## src/rtl/core/matrix_store_rotate_engine_assert.svh

```systemverilog
// ----------------------------------------------------------------------------
// Matrix store rotate engine: assertion macros
// Shared concurrent checks, clocked on clk and held off during reset.
// ----------------------------------------------------------------------------
`ifndef MATRIX_STORE_ROTATE_ENGINE_ASSERT_SVH
`define MATRIX_STORE_ROTATE_ENGINE_ASSERT_SVH

// same-cycle implication
`define MSRE_ASSERT_IMP(name, ante, cons, msg) \
  name: assert property (@(posedge clk) disable iff (!rst_n) (ante) |-> (cons)) \
    else $error(msg);

// next-cycle implication
`define MSRE_ASSERT_NEXT(name, ante, cons, msg) \
  name: assert property (@(posedge clk) disable iff (!rst_n) (ante) |=> (cons)) \
    else $error(msg);

`endif

```

## src/rtl/core/msre_pkg.sv

```systemverilog
// ----------------------------------------------------------------------------
// msre_pkg
// Types, codes and microcode program of the matrix store rotate engine.
// ----------------------------------------------------------------------------
`timescale 1ns / 1ps

package msre_pkg;

  localparam int DEF_MAX_DIM = 8;
  localparam int IN_TDATA_W  = 48;
  localparam int OUT_TDATA_W = 40;
  localparam int CFG_ADDR_W  = 2;
  localparam int PC_W        = 6;

  // operation codes
  localparam logic [2:0] MODE_FILL    = 3'd0;
  localparam logic [2:0] MODE_READ    = 3'd1;
  localparam logic [2:0] MODE_WRITE   = 3'd2;
  localparam logic [2:0] MODE_SUM     = 3'd3;
  localparam logic [2:0] MODE_ROT_CW  = 3'd4;
  localparam logic [2:0] MODE_ROT_CCW = 3'd5;

  // status codes
  localparam logic [1:0] ST_OK     = 2'd0;
  localparam logic [1:0] ST_NOT_SQ = 2'd1;
  localparam logic [1:0] ST_RANGE  = 2'd2;

  // register indexes
  localparam logic [CFG_ADDR_W-1:0] CFG_ROWS  = 2'd0;
  localparam logic [CFG_ADDR_W-1:0] CFG_COLS  = 2'd1;
  localparam logic [CFG_ADDR_W-1:0] CFG_START = 2'd2;
  localparam logic [CFG_ADDR_W-1:0] CFG_STEP  = 2'd3;

  typedef enum logic [2:0] {ASEL_A, ASEL_B, ASEL_C, ASEL_D, ASEL_S} asel_t;
  typedef enum logic [1:0] {WSEL_ZERO, WSEL_VAL, WSEL_IN, WSEL_ROT} wsel_t;
  typedef enum logic [2:0] {
    CAP_NONE, CAP_T0, CAP_T1, CAP_T2, CAP_T3, CAP_ACC, CAP_RES
  } cap_t;
  typedef enum logic [1:0] {IOP_HOLD, IOP_CLR, IOP_INC, IOP_LOAD} iop_t;
  typedef enum logic [2:0] {JOP_HOLD, JOP_CLR, JOP_INC, JOP_LOAD, JOP_NEXT_ROW} jop_t;
  typedef enum logic [1:0] {VOP_HOLD, VOP_START, VOP_STEP} vop_t;
  typedef enum logic [1:0] {SOP_KEEP, SOP_INIT, SOP_SQ, SOP_RANGE} sop_t;
  typedef enum logic [3:0] {
    COND_NEVER, COND_ALWAYS, COND_DISPATCH, COND_NOT_SQ, COND_IDX_BAD,
    COND_FILL_EMPTY, COND_FILL_J_MORE, COND_FILL_I_MORE, COND_CLR_J_MORE,
    COND_CLR_I_MORE, COND_N_ZERO, COND_SUM_MORE, COND_ROT_SMALL,
    COND_ROT_J_MORE, COND_ROT_I_MORE
  } cond_t;

  typedef struct packed {
    asel_t           asel;
    logic            rd;
    logic            wr;
    wsel_t           wsel;
    cap_t            cap;
    iop_t            iop;
    jop_t            jop;
    vop_t            vop;
    sop_t            sop;
    logic            wait_in;
    logic            emit;
    cond_t           cond;
    logic [PC_W-1:0] target;
  } ctl_t;

  typedef struct packed {
    logic       not_sq;
    logic       idx_bad;
    logic       fill_empty;
    logic       fill_j_more;
    logic       fill_i_more;
    logic       clr_j_more;
    logic       clr_i_more;
    logic       n_zero;
    logic       sum_more;
    logic       rot_small;
    logic       rot_j_more;
    logic       rot_i_more;
    logic       out_free;
    logic [2:0] mode;
  } flags_t;

  // program labels
  localparam logic [PC_W-1:0] PC_CLR       = PC_W'(0);
  localparam logic [PC_W-1:0] PC_CLR_ROW   = PC_W'(1);
  localparam logic [PC_W-1:0] PC_IDLE      = PC_W'(2);
  localparam logic [PC_W-1:0] PC_DISP      = PC_W'(3);
  localparam logic [PC_W-1:0] PC_FILL      = PC_W'(4);
  localparam logic [PC_W-1:0] PC_FILL_LOOP = PC_W'(5);
  localparam logic [PC_W-1:0] PC_FILL_ROW  = PC_W'(6);
  localparam logic [PC_W-1:0] PC_FILL_END  = PC_W'(7);
  localparam logic [PC_W-1:0] PC_READ      = PC_W'(8);
  localparam logic [PC_W-1:0] PC_READ_ISS  = PC_W'(9);
  localparam logic [PC_W-1:0] PC_READ_CAP  = PC_W'(10);
  localparam logic [PC_W-1:0] PC_WRITE     = PC_W'(11);
  localparam logic [PC_W-1:0] PC_WRITE_ST  = PC_W'(12);
  localparam logic [PC_W-1:0] PC_ERR_RANGE = PC_W'(13);
  localparam logic [PC_W-1:0] PC_ERR_SQ    = PC_W'(14);
  localparam logic [PC_W-1:0] PC_SUM       = PC_W'(15);
  localparam logic [PC_W-1:0] PC_SUM_CHK   = PC_W'(16);
  localparam logic [PC_W-1:0] PC_SUM_ISS   = PC_W'(17);
  localparam logic [PC_W-1:0] PC_SUM_ACC   = PC_W'(18);
  localparam logic [PC_W-1:0] PC_SUM_END   = PC_W'(19);
  localparam logic [PC_W-1:0] PC_ROT       = PC_W'(20);
  localparam logic [PC_W-1:0] PC_ROT_CHK   = PC_W'(21);
  localparam logic [PC_W-1:0] PC_ROT_RA    = PC_W'(22);
  localparam logic [PC_W-1:0] PC_ROT_RB    = PC_W'(23);
  localparam logic [PC_W-1:0] PC_ROT_RC    = PC_W'(24);
  localparam logic [PC_W-1:0] PC_ROT_RD    = PC_W'(25);
  localparam logic [PC_W-1:0] PC_ROT_CAP   = PC_W'(26);
  localparam logic [PC_W-1:0] PC_ROT_WA    = PC_W'(27);
  localparam logic [PC_W-1:0] PC_ROT_WB    = PC_W'(28);
  localparam logic [PC_W-1:0] PC_ROT_WC    = PC_W'(29);
  localparam logic [PC_W-1:0] PC_ROT_WD    = PC_W'(30);
  localparam logic [PC_W-1:0] PC_ROT_ROW   = PC_W'(31);
  localparam logic [PC_W-1:0] PC_ROT_END   = PC_W'(32);
  localparam logic [PC_W-1:0] PC_DONE      = PC_W'(33);

  localparam ctl_t CTL_NOP = '{
    asel: ASEL_A, rd: 1'b0, wr: 1'b0, wsel: WSEL_ZERO, cap: CAP_NONE,
    iop: IOP_HOLD, jop: JOP_HOLD, vop: VOP_HOLD, sop: SOP_KEEP,
    wait_in: 1'b0, emit: 1'b0, cond: COND_NEVER, target: PC_CLR
  };

  function automatic logic [PC_W-1:0] mode_entry(input logic [2:0] mode);
    logic [PC_W-1:0] pc;
    unique case (mode)
      MODE_FILL:                 pc = PC_FILL;
      MODE_READ:                 pc = PC_READ;
      MODE_WRITE:                pc = PC_WRITE;
      MODE_SUM:                  pc = PC_SUM;
      MODE_ROT_CW, MODE_ROT_CCW: pc = PC_ROT;
      default:                   pc = PC_DONE;
    endcase
    return pc;
  endfunction

  function automatic ctl_t ucode(input logic [PC_W-1:0] pc);
    ctl_t c;
    c = CTL_NOP;
    unique case (pc)
      PC_CLR: begin
        c.wr = 1'b1; c.wsel = WSEL_ZERO; c.jop = JOP_INC;
        c.cond = COND_CLR_J_MORE; c.target = PC_CLR;
      end
      PC_CLR_ROW: begin
        c.iop = IOP_INC; c.jop = JOP_CLR;
        c.cond = COND_CLR_I_MORE; c.target = PC_CLR;
      end
      PC_IDLE: begin
        c.wait_in = 1'b1; c.iop = IOP_CLR; c.jop = JOP_CLR; c.sop = SOP_INIT;
      end
      PC_DISP: begin
        c.cond = COND_DISPATCH;
      end
      PC_FILL: begin
        c.vop = VOP_START; c.cond = COND_FILL_EMPTY; c.target = PC_DONE;
      end
      PC_FILL_LOOP: begin
        c.wr = 1'b1; c.wsel = WSEL_VAL; c.vop = VOP_STEP; c.jop = JOP_INC;
        c.cond = COND_FILL_J_MORE; c.target = PC_FILL_LOOP;
      end
      PC_FILL_ROW: begin
        c.iop = IOP_INC; c.jop = JOP_CLR;
        c.cond = COND_FILL_I_MORE; c.target = PC_FILL_LOOP;
      end
      PC_FILL_END: begin
        c.cond = COND_ALWAYS; c.target = PC_DONE;
      end
      PC_READ, PC_WRITE: begin
        c.iop = IOP_LOAD; c.jop = JOP_LOAD;
        c.cond = COND_IDX_BAD; c.target = PC_ERR_RANGE;
      end
      PC_READ_ISS: begin
        c.rd = 1'b1;
      end
      PC_READ_CAP: begin
        c.cap = CAP_RES; c.cond = COND_ALWAYS; c.target = PC_DONE;
      end
      PC_WRITE_ST: begin
        c.wr = 1'b1; c.wsel = WSEL_IN; c.cond = COND_ALWAYS; c.target = PC_DONE;
      end
      PC_ERR_RANGE: begin
        c.sop = SOP_RANGE; c.cond = COND_ALWAYS; c.target = PC_DONE;
      end
      PC_ERR_SQ: begin
        c.sop = SOP_SQ; c.cond = COND_ALWAYS; c.target = PC_DONE;
      end
      PC_SUM, PC_ROT: begin
        c.cond = COND_NOT_SQ; c.target = PC_ERR_SQ;
      end
      PC_SUM_CHK: begin
        c.cond = COND_N_ZERO; c.target = PC_DONE;
      end
      PC_SUM_ISS: begin
        c.asel = ASEL_S; c.rd = 1'b1;
      end
      PC_SUM_ACC: begin
        c.cap = CAP_ACC; c.iop = IOP_INC;
        c.cond = COND_SUM_MORE; c.target = PC_SUM_ISS;
      end
      PC_SUM_END, PC_ROT_END: begin
        c.cond = COND_ALWAYS; c.target = PC_DONE;
      end
      PC_ROT_CHK: begin
        c.cond = COND_ROT_SMALL; c.target = PC_DONE;
      end
      PC_ROT_RA: begin
        c.asel = ASEL_A; c.rd = 1'b1;
      end
      PC_ROT_RB: begin
        c.asel = ASEL_B; c.rd = 1'b1; c.cap = CAP_T0;
      end
      PC_ROT_RC: begin
        c.asel = ASEL_C; c.rd = 1'b1; c.cap = CAP_T1;
      end
      PC_ROT_RD: begin
        c.asel = ASEL_D; c.rd = 1'b1; c.cap = CAP_T2;
      end
      PC_ROT_CAP: begin
        c.cap = CAP_T3;
      end
      PC_ROT_WA: begin
        c.asel = ASEL_A; c.wr = 1'b1; c.wsel = WSEL_ROT;
      end
      PC_ROT_WB: begin
        c.asel = ASEL_B; c.wr = 1'b1; c.wsel = WSEL_ROT;
      end
      PC_ROT_WC: begin
        c.asel = ASEL_C; c.wr = 1'b1; c.wsel = WSEL_ROT;
      end
      PC_ROT_WD: begin
        c.asel = ASEL_D; c.wr = 1'b1; c.wsel = WSEL_ROT; c.jop = JOP_INC;
        c.cond = COND_ROT_J_MORE; c.target = PC_ROT_RA;
      end
      PC_ROT_ROW: begin
        c.iop = IOP_INC; c.jop = JOP_NEXT_ROW;
        c.cond = COND_ROT_I_MORE; c.target = PC_ROT_RA;
      end
      PC_DONE: begin
        c.emit = 1'b1; c.cond = COND_ALWAYS; c.target = PC_IDLE;
      end
      default: begin
        c.cond = COND_ALWAYS; c.target = PC_IDLE;
      end
    endcase
    return c;
  endfunction

endpackage

```

## src/rtl/core/msre_ram.sv

```systemverilog
// ----------------------------------------------------------------------------
// msre_ram
// Generic single-write, single-read RAM with registered read data.
// ----------------------------------------------------------------------------
`timescale 1ns / 1ps

module msre_ram #(
  parameter int WIDTH = 32,
  parameter int DEPTH = 64
) (
  input  logic                     clk,
  input  logic                     we,
  input  logic [$clog2(DEPTH)-1:0] waddr,
  input  logic [WIDTH-1:0]         wdata,
  input  logic                     re,
  input  logic [$clog2(DEPTH)-1:0] raddr,
  output logic [WIDTH-1:0]         rdata
);

  logic [WIDTH-1:0] mem_r [DEPTH];
  logic [WIDTH-1:0] rdata_r;

  always_ff @(posedge clk) begin
    if (we) begin
      mem_r[waddr] <= wdata;
    end
    if (re) begin
      rdata_r <= mem_r[raddr];
    end
  end

  assign rdata = rdata_r;

endmodule

```

## src/rtl/core/msre_seq.sv

```systemverilog
// ----------------------------------------------------------------------------
// msre_seq
// Microcode sequencer: step counter, control ROM and jump logic.
// ----------------------------------------------------------------------------
`timescale 1ns / 1ps
`include "matrix_store_rotate_engine_assert.svh"

module msre_seq (
  input  logic            clk,
  input  logic            rst_n,
  input  logic            in_tvalid,
  input  msre_pkg::flags_t flags,
  output msre_pkg::ctl_t   ctl,
  output logic            in_tready,
  output logic            accept,
  output logic            emit_fire
);

  logic [msre_pkg::PC_W-1:0] pc_r;
  logic [msre_pkg::PC_W-1:0] pc_nxt;
  logic                      cond_hit;

  assign ctl       = msre_pkg::ucode(pc_r);
  assign in_tready = ctl.wait_in;
  assign accept    = ctl.wait_in & in_tvalid;
  assign emit_fire = ctl.emit & flags.out_free;

  always_comb begin
    unique case (ctl.cond)
      msre_pkg::COND_ALWAYS:      cond_hit = 1'b1;
      msre_pkg::COND_NOT_SQ:      cond_hit = flags.not_sq;
      msre_pkg::COND_IDX_BAD:     cond_hit = flags.idx_bad;
      msre_pkg::COND_FILL_EMPTY:  cond_hit = flags.fill_empty;
      msre_pkg::COND_FILL_J_MORE: cond_hit = flags.fill_j_more;
      msre_pkg::COND_FILL_I_MORE: cond_hit = flags.fill_i_more;
      msre_pkg::COND_CLR_J_MORE:  cond_hit = flags.clr_j_more;
      msre_pkg::COND_CLR_I_MORE:  cond_hit = flags.clr_i_more;
      msre_pkg::COND_N_ZERO:      cond_hit = flags.n_zero;
      msre_pkg::COND_SUM_MORE:    cond_hit = flags.sum_more;
      msre_pkg::COND_ROT_SMALL:   cond_hit = flags.rot_small;
      msre_pkg::COND_ROT_J_MORE:  cond_hit = flags.rot_j_more;
      msre_pkg::COND_ROT_I_MORE:  cond_hit = flags.rot_i_more;
      default:                    cond_hit = 1'b0;
    endcase
  end

  always_comb begin
    priority if (ctl.wait_in && !in_tvalid) begin
      pc_nxt = pc_r;
    end else if (ctl.emit && !flags.out_free) begin
      pc_nxt = pc_r;
    end else if (ctl.cond == msre_pkg::COND_DISPATCH) begin
      pc_nxt = msre_pkg::mode_entry(flags.mode);
    end else if (cond_hit) begin
      pc_nxt = ctl.target;
    end else begin
      pc_nxt = pc_r + msre_pkg::PC_W'(1);
    end
  end

  // reset starts the store clearing sweep
  always_ff @(posedge clk) begin
    if (!rst_n) begin
      pc_r <= msre_pkg::PC_CLR;
    end else begin
      pc_r <= pc_nxt;
    end
  end

  `MSRE_ASSERT_NEXT(a_one_item_in_flight, accept, !in_tready, "beat taken while busy")
  `MSRE_ASSERT_IMP(a_pc_in_program, 1'b1, pc_r <= msre_pkg::PC_DONE, "step outside program")

endmodule

```

## src/rtl/core/msre_dp.sv

```systemverilog
// ----------------------------------------------------------------------------
// msre_dp
// Datapath: config registers, loop counters, address generation, store,
// temporaries and result register.
// ----------------------------------------------------------------------------
`timescale 1ns / 1ps
`include "matrix_store_rotate_engine_assert.svh"

module msre_dp #(
  parameter int MAX_DIM = msre_pkg::DEF_MAX_DIM
) (
  input  logic                              clk,
  input  logic                              rst_n,
  input  logic                              cfg_we,
  input  logic [msre_pkg::CFG_ADDR_W-1:0]   cfg_addr,
  input  logic [31:0]                       cfg_wdata,
  input  logic                              accept,
  input  logic [msre_pkg::IN_TDATA_W-1:0]   in_tdata,
  input  msre_pkg::ctl_t                    ctl,
  input  logic                              emit_fire,
  input  logic                              out_tready,
  output msre_pkg::flags_t                  flags,
  output logic                              out_tvalid,
  output logic [msre_pkg::OUT_TDATA_W-1:0]  out_tdata
);

  localparam int IDX_W  = $clog2(MAX_DIM);
  localparam int DIM_W  = $clog2(MAX_DIM + 1);
  localparam int SUM_W  = DIM_W + 1;
  localparam int DEPTH  = MAX_DIM * MAX_DIM;
  localparam int ADDR_W = $clog2(DEPTH);

  function automatic logic [ADDR_W-1:0] cell_addr(input logic [IDX_W-1:0] row,
                                                  input logic [IDX_W-1:0] col);
    return ADDR_W'(int'(row) * MAX_DIM + int'(col));
  endfunction

  logic [3:0]            rows_r;
  logic [3:0]            cols_r;
  logic [31:0]           fill_start_r;
  logic [31:0]           fill_step_r;
  logic [2:0]            mode_r;
  logic [2:0]            row_in_r;
  logic [2:0]            col_in_r;
  logic [31:0]           wval_r;
  logic [IDX_W-1:0]      i_r, i_nxt;
  logic [IDX_W-1:0]      j_r, j_nxt;
  logic [31:0]           val_r;
  logic [3:0][31:0]      t_r;
  logic [31:0]           result_r, result_nxt;
  logic [1:0]            status_r, status_nxt;
  logic                  out_valid_r;
  logic [msre_pkg::OUT_TDATA_W-1:0] out_data_r;
  logic [DIM_W-1:0]      nr, nc, nm1;
  logic [IDX_W-1:0]      rev_i, rev_j;
  logic [ADDR_W-1:0]     addr;
  logic [31:0]           wdata;
  logic [31:0]           rdata;
  logic [1:0]            asel_lo;
  logic [1:0]            rot_sel;
  logic                  rot_cw;
  logic                  out_free;

  // config
  always_ff @(posedge clk) begin
    if (!rst_n) begin
      rows_r       <= 4'd1;
      cols_r       <= 4'd1;
      fill_start_r <= '0;
      fill_step_r  <= '0;
    end else if (cfg_we) begin
      unique case (cfg_addr)
        msre_pkg::CFG_ROWS:  rows_r       <= cfg_wdata[3:0];
        msre_pkg::CFG_COLS:  cols_r       <= cfg_wdata[3:0];
        msre_pkg::CFG_START: fill_start_r <= cfg_wdata;
        msre_pkg::CFG_STEP:  fill_step_r  <= cfg_wdata;
      endcase
    end
  end

  // item capture
  always_ff @(posedge clk) begin
    if (accept) begin
      mode_r   <= in_tdata[2:0];
      row_in_r <= in_tdata[5:3];
      col_in_r <= in_tdata[8:6];
      wval_r   <= in_tdata[40:9];
    end
  end

  // sizes saturate at MAX_DIM
  always_comb begin
    nr = (int'(rows_r) > MAX_DIM) ? DIM_W'(MAX_DIM) : DIM_W'(rows_r);
    nc = (int'(cols_r) > MAX_DIM) ? DIM_W'(MAX_DIM) : DIM_W'(cols_r);
    nm1   = nr - DIM_W'(1);
    rev_i = IDX_W'(nm1 - DIM_W'(i_r));
    rev_j = IDX_W'(nm1 - DIM_W'(j_r));
  end

  always_comb begin
    unique case (ctl.asel)
      msre_pkg::ASEL_A: addr = cell_addr(i_r, j_r);
      msre_pkg::ASEL_B: addr = cell_addr(rev_j, i_r);
      msre_pkg::ASEL_C: addr = cell_addr(rev_i, rev_j);
      msre_pkg::ASEL_D: addr = cell_addr(j_r, rev_i);
      msre_pkg::ASEL_S: addr = cell_addr(rev_i, i_r);
      default:          addr = cell_addr(i_r, j_r);
    endcase
  end

  // each corner takes the value of its neighbor along the turn
  assign rot_cw  = (mode_r == msre_pkg::MODE_ROT_CW);
  assign asel_lo = 2'(ctl.asel);
  assign rot_sel = rot_cw ? asel_lo + 2'd1 : asel_lo - 2'd1;

  always_comb begin
    unique case (ctl.wsel)
      msre_pkg::WSEL_ZERO: wdata = '0;
      msre_pkg::WSEL_VAL:  wdata = val_r;
      msre_pkg::WSEL_IN:   wdata = wval_r;
      msre_pkg::WSEL_ROT:  wdata = t_r[rot_sel];
    endcase
  end

  msre_ram #(
    .WIDTH(32),
    .DEPTH(DEPTH)
  ) u_store (
    .clk  (clk),
    .we   (ctl.wr),
    .waddr(addr),
    .wdata(wdata),
    .re   (ctl.rd),
    .raddr(addr),
    .rdata(rdata)
  );

  // loop counters
  always_comb begin
    unique case (ctl.iop)
      msre_pkg::IOP_HOLD: i_nxt = i_r;
      msre_pkg::IOP_CLR:  i_nxt = '0;
      msre_pkg::IOP_INC:  i_nxt = i_r + IDX_W'(1);
      msre_pkg::IOP_LOAD: i_nxt = IDX_W'(row_in_r);
    endcase
    unique case (ctl.jop)
      msre_pkg::JOP_HOLD:     j_nxt = j_r;
      msre_pkg::JOP_CLR:      j_nxt = '0;
      msre_pkg::JOP_INC:      j_nxt = j_r + IDX_W'(1);
      msre_pkg::JOP_LOAD:     j_nxt = IDX_W'(col_in_r);
      msre_pkg::JOP_NEXT_ROW: j_nxt = i_r + IDX_W'(1);
      default:                j_nxt = j_r;
    endcase
  end

  always_ff @(posedge clk) begin
    if (!rst_n) begin
      i_r <= '0;
      j_r <= '0;
    end else begin
      i_r <= i_nxt;
      j_r <= j_nxt;
    end
  end

  // fill value and temporaries
  always_ff @(posedge clk) begin
    unique case (ctl.vop)
      msre_pkg::VOP_START: val_r <= fill_start_r;
      msre_pkg::VOP_STEP:  val_r <= val_r + fill_step_r;
      default:             val_r <= val_r;
    endcase
    unique case (ctl.cap)
      msre_pkg::CAP_T0: t_r[0] <= rdata;
      msre_pkg::CAP_T1: t_r[1] <= rdata;
      msre_pkg::CAP_T2: t_r[2] <= rdata;
      msre_pkg::CAP_T3: t_r[3] <= rdata;
      default:          t_r    <= t_r;
    endcase
  end

  always_comb begin
    priority if (ctl.sop == msre_pkg::SOP_INIT) begin
      result_nxt = '0;
    end else if (ctl.cap == msre_pkg::CAP_ACC) begin
      result_nxt = result_r + rdata;
    end else if (ctl.cap == msre_pkg::CAP_RES) begin
      result_nxt = rdata;
    end else begin
      result_nxt = result_r;
    end
    unique case (ctl.sop)
      msre_pkg::SOP_KEEP:  status_nxt = status_r;
      msre_pkg::SOP_INIT:  status_nxt = msre_pkg::ST_OK;
      msre_pkg::SOP_SQ:    status_nxt = msre_pkg::ST_NOT_SQ;
      msre_pkg::SOP_RANGE: status_nxt = msre_pkg::ST_RANGE;
    endcase
  end

  always_ff @(posedge clk) begin
    result_r <= result_nxt;
    status_r <= status_nxt;
  end

  // output register
  assign out_free = !out_valid_r || out_tready;

  always_ff @(posedge clk) begin
    if (!rst_n) begin
      out_valid_r <= 1'b0;
    end else if (emit_fire) begin
      out_valid_r <= 1'b1;
    end else if (out_tready) begin
      out_valid_r <= 1'b0;
    end
  end

  always_ff @(posedge clk) begin
    if (emit_fire) begin
      out_data_r <= {6'd0, status_r, result_r};
    end
  end

  assign out_tvalid = out_valid_r;
  assign out_tdata  = out_data_r;

  // condition flags
  always_comb begin
    flags.not_sq      = (nr != nc);
    flags.idx_bad     = (8'(row_in_r) >= 8'(nr)) || (8'(col_in_r) >= 8'(nc));
    flags.fill_empty  = (nr == '0) || (nc == '0);
    flags.fill_j_more = (DIM_W'(j_r) + DIM_W'(1)) < nc;
    flags.fill_i_more = (DIM_W'(i_r) + DIM_W'(1)) < nr;
    flags.clr_j_more  = (DIM_W'(j_r) + DIM_W'(1)) < DIM_W'(MAX_DIM);
    flags.clr_i_more  = (DIM_W'(i_r) + DIM_W'(1)) < DIM_W'(MAX_DIM);
    flags.n_zero      = (nr == '0);
    flags.sum_more    = (DIM_W'(i_r) + DIM_W'(1)) < nr;
    flags.rot_small   = nr < DIM_W'(2);
    flags.rot_j_more  = (SUM_W'(i_r) + SUM_W'(j_r) + SUM_W'(2)) < SUM_W'(nr);
    flags.rot_i_more  = (DIM_W'(i_r) + DIM_W'(1)) < (nr >> 1);
    flags.out_free    = out_free;
    flags.mode        = mode_r;
  end

  `MSRE_ASSERT_IMP(a_err_result_zero, emit_fire && status_r != msre_pkg::ST_OK, result_r == '0, "error with data")
  `MSRE_ASSERT_IMP(a_range_only_access, emit_fire && status_r == msre_pkg::ST_RANGE, mode_r == msre_pkg::MODE_READ || mode_r == msre_pkg::MODE_WRITE, "range error on wrong op")
  `MSRE_ASSERT_IMP(a_sq_err_shape, emit_fire && status_r == msre_pkg::ST_NOT_SQ, nr != nc, "square error on square matrix")

endmodule

```

## src/rtl/core/matrix_store_rotate_engine.sv

```systemverilog
// ----------------------------------------------------------------------------
// matrix_store_rotate_engine
// Integer matrix store with fill, entry access, anti-diagonal sum and
// in-place quarter-turn rotation, run by a microcoded sequencer.
// ----------------------------------------------------------------------------
// One operation per input beat, one result beat per operation, one operation
// in flight. Every step goes through the single read and single write port
// of the MAX_DIM x MAX_DIM store, so the cost follows the entries visited:
// read and write touch one entry, fill each entry of the rows x cols area,
// the anti-diagonal sum its n entries, and rotation each group of four
// entries, ring by ring. After reset the store is swept to zero before the
// first beat is taken; config writes go in at any time the block is idle.
// A finished result sits in an output register, so the next beat is taken
// while it waits.
`timescale 1ns / 1ps

module matrix_store_rotate_engine #(
  parameter int MAX_DIM = msre_pkg::DEF_MAX_DIM
) (
  input  logic                                clk,
  input  logic                                rst_n,
  input  logic                                in_tvalid,
  output logic                                in_tready,
  // [2:0] mode, [5:3] row_index, [8:6] col_index, [40:9] write_value
  input  logic [msre_pkg::IN_TDATA_W-1:0]     in_tdata,
  output logic                                out_tvalid,
  input  logic                                out_tready,
  // [31:0] result_value, [33:32] status
  output logic [msre_pkg::OUT_TDATA_W-1:0]    out_tdata,
  input  logic                                cfg_we,
  input  logic [msre_pkg::CFG_ADDR_W-1:0]     cfg_addr,
  input  logic [31:0]                         cfg_wdata
);

  msre_pkg::ctl_t   ctl;
  msre_pkg::flags_t flags;
  logic             accept;
  logic             emit_fire;

  msre_seq u_seq (
    .clk      (clk),
    .rst_n    (rst_n),
    .in_tvalid(in_tvalid),
    .flags    (flags),
    .ctl      (ctl),
    .in_tready(in_tready),
    .accept   (accept),
    .emit_fire(emit_fire)
  );

  msre_dp #(
    .MAX_DIM(MAX_DIM)
  ) u_dp (
    .clk       (clk),
    .rst_n     (rst_n),
    .cfg_we    (cfg_we),
    .cfg_addr  (cfg_addr),
    .cfg_wdata (cfg_wdata),
    .accept    (accept),
    .in_tdata  (in_tdata),
    .ctl       (ctl),
    .emit_fire (emit_fire),
    .out_tready(out_tready),
    .flags     (flags),
    .out_tvalid(out_tvalid),
    .out_tdata (out_tdata)
  );

endmodule

```

## config.mk

```make
export PLATFORM = sky130hd
export DESIGN_NAME = matrix_store_rotate_engine
export DESIGN_NICKNAME = d
export VERILOG_FILES = /design/src/rtl/core/msre_pkg.sv /design/src/rtl/core/msre_ram.sv /design/src/rtl/core/msre_seq.sv /design/src/rtl/core/msre_dp.sv /design/src/rtl/core/matrix_store_rotate_engine.sv
export VERILOG_INCLUDE_DIRS = /design/src /design/src/rtl/core
export SDC_FILE = /design/constraint.sdc
export NUM_CORES = 2
export LEC_CHECK = 0
export ABC_AREA = 1
export BUFFER_PORTS_ARGS = -buffer_cell sky130_fd_sc_hd__buf_2
export CORE_ASPECT_RATIO = 1.75
export CORE_MARGIN = 2
export CORE_UTILIZATION = 40
export CTS_CLUSTER_SIZE = 20
export DETAILED_ROUTE_END_ITERATION = 16
export PLACE_DENSITY = 0.55
export SYNTH_ARGS = -nofsm -noshare
export SYNTH_HDL_FRONTEND = slang
export SYNTH_SLANG_ARGS = --single-unit
export TNS_END_PERCENT = 10
```

## constraint.sdc

```tcl
create_clock -name clk -period 9.7 [get_ports clk]
set_input_delay 1.94 -clock clk [delete_from_list [all_inputs] [get_ports clk]]
set_output_delay 1.94 -clock clk [all_outputs]
set_load 0.01 [all_outputs]
```

==> flow_summary.ini <==
[routing]
wl_per_cell_um = 26.3
avgViaCountPerCell = 5.58
drt_iter0_drc = 6749
ant_nets = 0
totalWireLength_um = 336000
drt-pass1-iter-count = 6
remaining_drc_errors = 0
vias = 71300

[sta]
slew_headroom_pct = 14.9
fin_crit_ns = 6.42
fin_skew_ns = 0.0551
layout_setup_ws_ns = 3.28
final-max-slew-violation-count = 0
worst_pin_slew_ns = 1.27
totalNegativeSetupSlack_ns = 0
finalHoldViolations = 0
fin_crit_sh_pct = 66.2
setup_viol = 0
rsz0062_at_grt = false
max_clock_freq_ghz = 0.156

[power]
combPwrFrac_pct = 31.3
pwr-share-seq_pct = 40.7
vdd_drop_max_mv = 0.300
netSwitchingPower_mw = 11.2
power_density_nw_per_um2 = 263
leakagePower_nw = 42.1
clkPwrFrac_pct = 28.0
switching_share_pct = 37.1
p_int_mw = 18.9

[synthesis]
synth_edf_count = 2317
yosys.area.top_type = edfxtp_1
ys.flop_type = edfxtp_1
syn_area_per_cell_sq_um = 11.1
yosysSeqAreaShare_pct = 69.8
synthCells = 9278
synth.distinct_cells = 49
yosysWarnings = 0
synth.area.top_cells = edfxtp_1, nand2_1, nand3_1
async_flop_share_pct = 0
syn_area_sq_um = 103000
synth_top_area_share_pct = 67.5
synth_seq_cells = 2434

[run]
cap_violations = 0

[setup_path]
cp-start-kind = flop
timing.rr.start = u_seq.pc_r[0]
worst-path-max-fanout = 121
critPathCapture = u_dp.u_store.rdata[22]
startpoint = u_seq.pc_r[0]
r2r_cells = 23
cp_common_cell = nand2_1
crit_arrival_ns = 6.95
critPathBufInv = 6
required_ns = 10.23
cp_num_cells = 23
critPathMaxStageDelay_ns = 0.60
rrSetupSlack_ns = 3.28
crit_family = simple AND/OR/NAND/NOR gates
crit_type = flop to flop
end_kind = flop
worstReg2RegEnd = u_dp.u_store.rdata[22]
crit_path_cell_trace = ha_1 -> nand3_1 -> nor2_4 -> buf_4 -> nor2_1 -> nand2_2 -> nand3_1 -> nand2_1 -> inv_1 -> nand3_4 -> buf_4 -> nor2_4 -> buf_4 -> buf_12 -> buf_4 -> nand3_1 -> nand2_1 -> nor2_1 -> nand2_1 -> nand2_1 -> nand2_1 -> nor2_1 -> nand2_1
critPathSlowestCell = buf_4

[die]
die_area_sq_um = 262000
die_w_um = 388
coreArea_sq_um = 256000
start_util_pct = 40.2
die_h_um = 675
rows = 246
ioPinCount = 129

[global_route]
grtUsageTotal_pct = 25.0
grt_pass1_wl_um = 478000
grt_antenna_before_repair = 13
grt_max_degree = 160
grt_overflow = 0
grt_pass1_vias = 68800

[final_layout]
drive_gt1_share_pct = 8.26
area_growth_syn_to_layout_pct = 11.2
fillerInstances = 23400
fin_cells = 12800
num-nets-final = 9442

[worst_hold_path]
holdPathStages = 0
hold_path.class = flop to flop

[clock_tree]
post_cts_buffers = 0
clk_pin_slew_ns = 0.07
cts_tree = built
insertion_delay_ns = 0.90
cts_sinks = 2434
cts_resized = 0
clock_tree.buffer_depth = 4
ctsHtreeMaxLevel = 4
cts_root_buf = clkbuf_16
numCtsBuffers = 214
ctsHoldBuffers = 0

[placed_design]
place_congestion = 0.891
port_buffers = 115
dp.cells = 12400
place_ws_ns = 3.34
dpl.hpwl_um = 197000

[outcome]
outcome = complete, no violations
routing by layer:
layer  vias to the layer above  part of all wire (%)  GRT usage (%)
met1                     35500                    36           28.4
li1                      32600                     -              -
met4                         0                   8.4           18.5
met3                       635                   5.3           2.31
met5                         -                     0              0
met2                      2605                    50           43.8
cell usage in the layout (no fill, tap or decap), drive strengths merged, types with 7 or more instances in the layout:
cell	n
nand2	2578
edfxtp	2317
nand3	1681
nor2	788
buf	313
inv	279
nand4	268
clkbuf	263
o21ai	195
a21oi	180
dfxtp	117
clkinv	95
ha	94
a31oi	42
nor3	33
o211ai	32
xor2	28
bufinv	17
or2	16
xnor2	11
a21o	10
diode	8
o221ai	7
nor4	7
worst min-delay path by stage:
stage | startpoint | endpoint | slack (ns)
after floorplan | u_dp.status_r[0] | u_dp.out_tdata[32] | 0.40
after global placement | u_dp.status_r[0] | u_dp.out_tdata[32] | 0.42
after detailed placement | u_dp.status_r[0] | u_dp.out_tdata[32] | 0.43
after CTS | u_dp.status_r[0] | u_dp.out_tdata[32] | 0.45
after global routing | u_dp.status_r[0] | u_dp.out_tdata[32] | 0.46
final | u_dp.status_r[0] | u_dp.out_tdata[32] | 0.44
Yosys cell counts (11+ instances only):
| cell type | count |
|---|---|
| nand2_1 | 2574 |
| edfxtp_1 | 2317 |
| nand3_1 | 1680 |
| nor2_1 | 777 |
| buf_2 | 306 |
| nand4_1 | 268 |
| inv_1 | 258 |
| clkbuf_1 | 202 |
| o21ai_0 | 191 |
| a21oi_1 | 177 |
| dfxtp_1 | 117 |
| ha_1 | 94 |
| a31oi_1 | 42 |
| o211ai_1 | 32 |
| buf_1 | 30 |
| xor2_1 | 28 |
| nor3_1 | 26 |
| buf_4 | 18 |
| inv_2 | 17 |
| or2_2 | 16 |
| xnor2_1 | 11 |
worst register-to-register path: cells and delay by family (launching register included):
kind | cells | cell delay, ns
flops | 1 | 0.47
simple gates | 16 | 2.76
buf+inv | 6 | 2.48
fa+ha+maj | 1 | 0.40
flip-flops by register name, indices dropped and copies added (netlist names):
name	cells
u_dp.t_r	128
u_dp.wval_r	32
u_dp.out_tvalid	1
u_dp.fill_step_r	32
u_dp.row_in_r	3
u_dp.mode_r	3
u_dp.val_r	32
u_dp.result_r	32
u_seq.pc_r	6
u_dp.j_r	3
u_dp.u_store.rdata	32
u_dp.fill_start_r	32
u_dp.col_in_r	3
u_dp.rows_r	4
u_dp.i_r	3
u_dp.u_store.mem_r	2048
u_dp.status_r	2
u_dp.cols_r	4
u_dp.out_tdata	34
stage by stage:
stage | utilization, % | total power, mW | hold WS [ns] | instance area, sq um
finish | 44.7 | 30.1 | 0.445 | 115000
floorplan | - | 18.5 | 0.400 | 103000
detailed placement | 42.1 | 21.8 | 0.429 | 108000
CTS | 44.7 | 30.2 | 0.446 | 115000
global placement | 42.1 | 21.7 | 0.418 | 108000
global route | 44.7 | 31.5 | 0.462 | 115000
final cells by class:
type | count | area (sq um) | area share, %
Sequential cell | 2434 | 71900 | 62.8
Multi-Input combinational cell | 6017 | 28400 | 24.8
Clock buffer | 263 | 5640 | 4.93
Tap cell | 3348 | 4190 | 3.66
Timing Repair Buffer | 313 | 2300 | 2.01
Clock inverter | 121 | 1050 | 0.916
Inverter | 276 | 1040 | 0.904
Antenna cell | 8 | 20.0 | 0.0175
power groups by stage:
stage,clock [mW],combinational (mW),sequential [mW]
final,8.44,9.42,12.2
after global routing,8.91,10.3,12.3
after CTS,8.56,9.40,12.2
after detailed placement,0,9.37,12.5
after global placement,0,9.29,12.5
after floorplan,0,6.05,12.4
kinds of logic after synthesis:
| family | count (synthesis) | share of synthesized area (%) |
|---|---|---|
| other | 1 | 0.00364 |
| buffers and inverters | 832 | 3.47 |
| and+or+nand+nor | 5375 | 22.5 |
| adders and majority gates | 99 | 1.24 |
| xor gates and xnor gates | 39 | 0.331 |
| DFF | 2434 | 69.8 |
| AOI/OAI and AO/OA | 498 | 2.70 |
No activity file was read; power rests on OpenSTA's default activity.
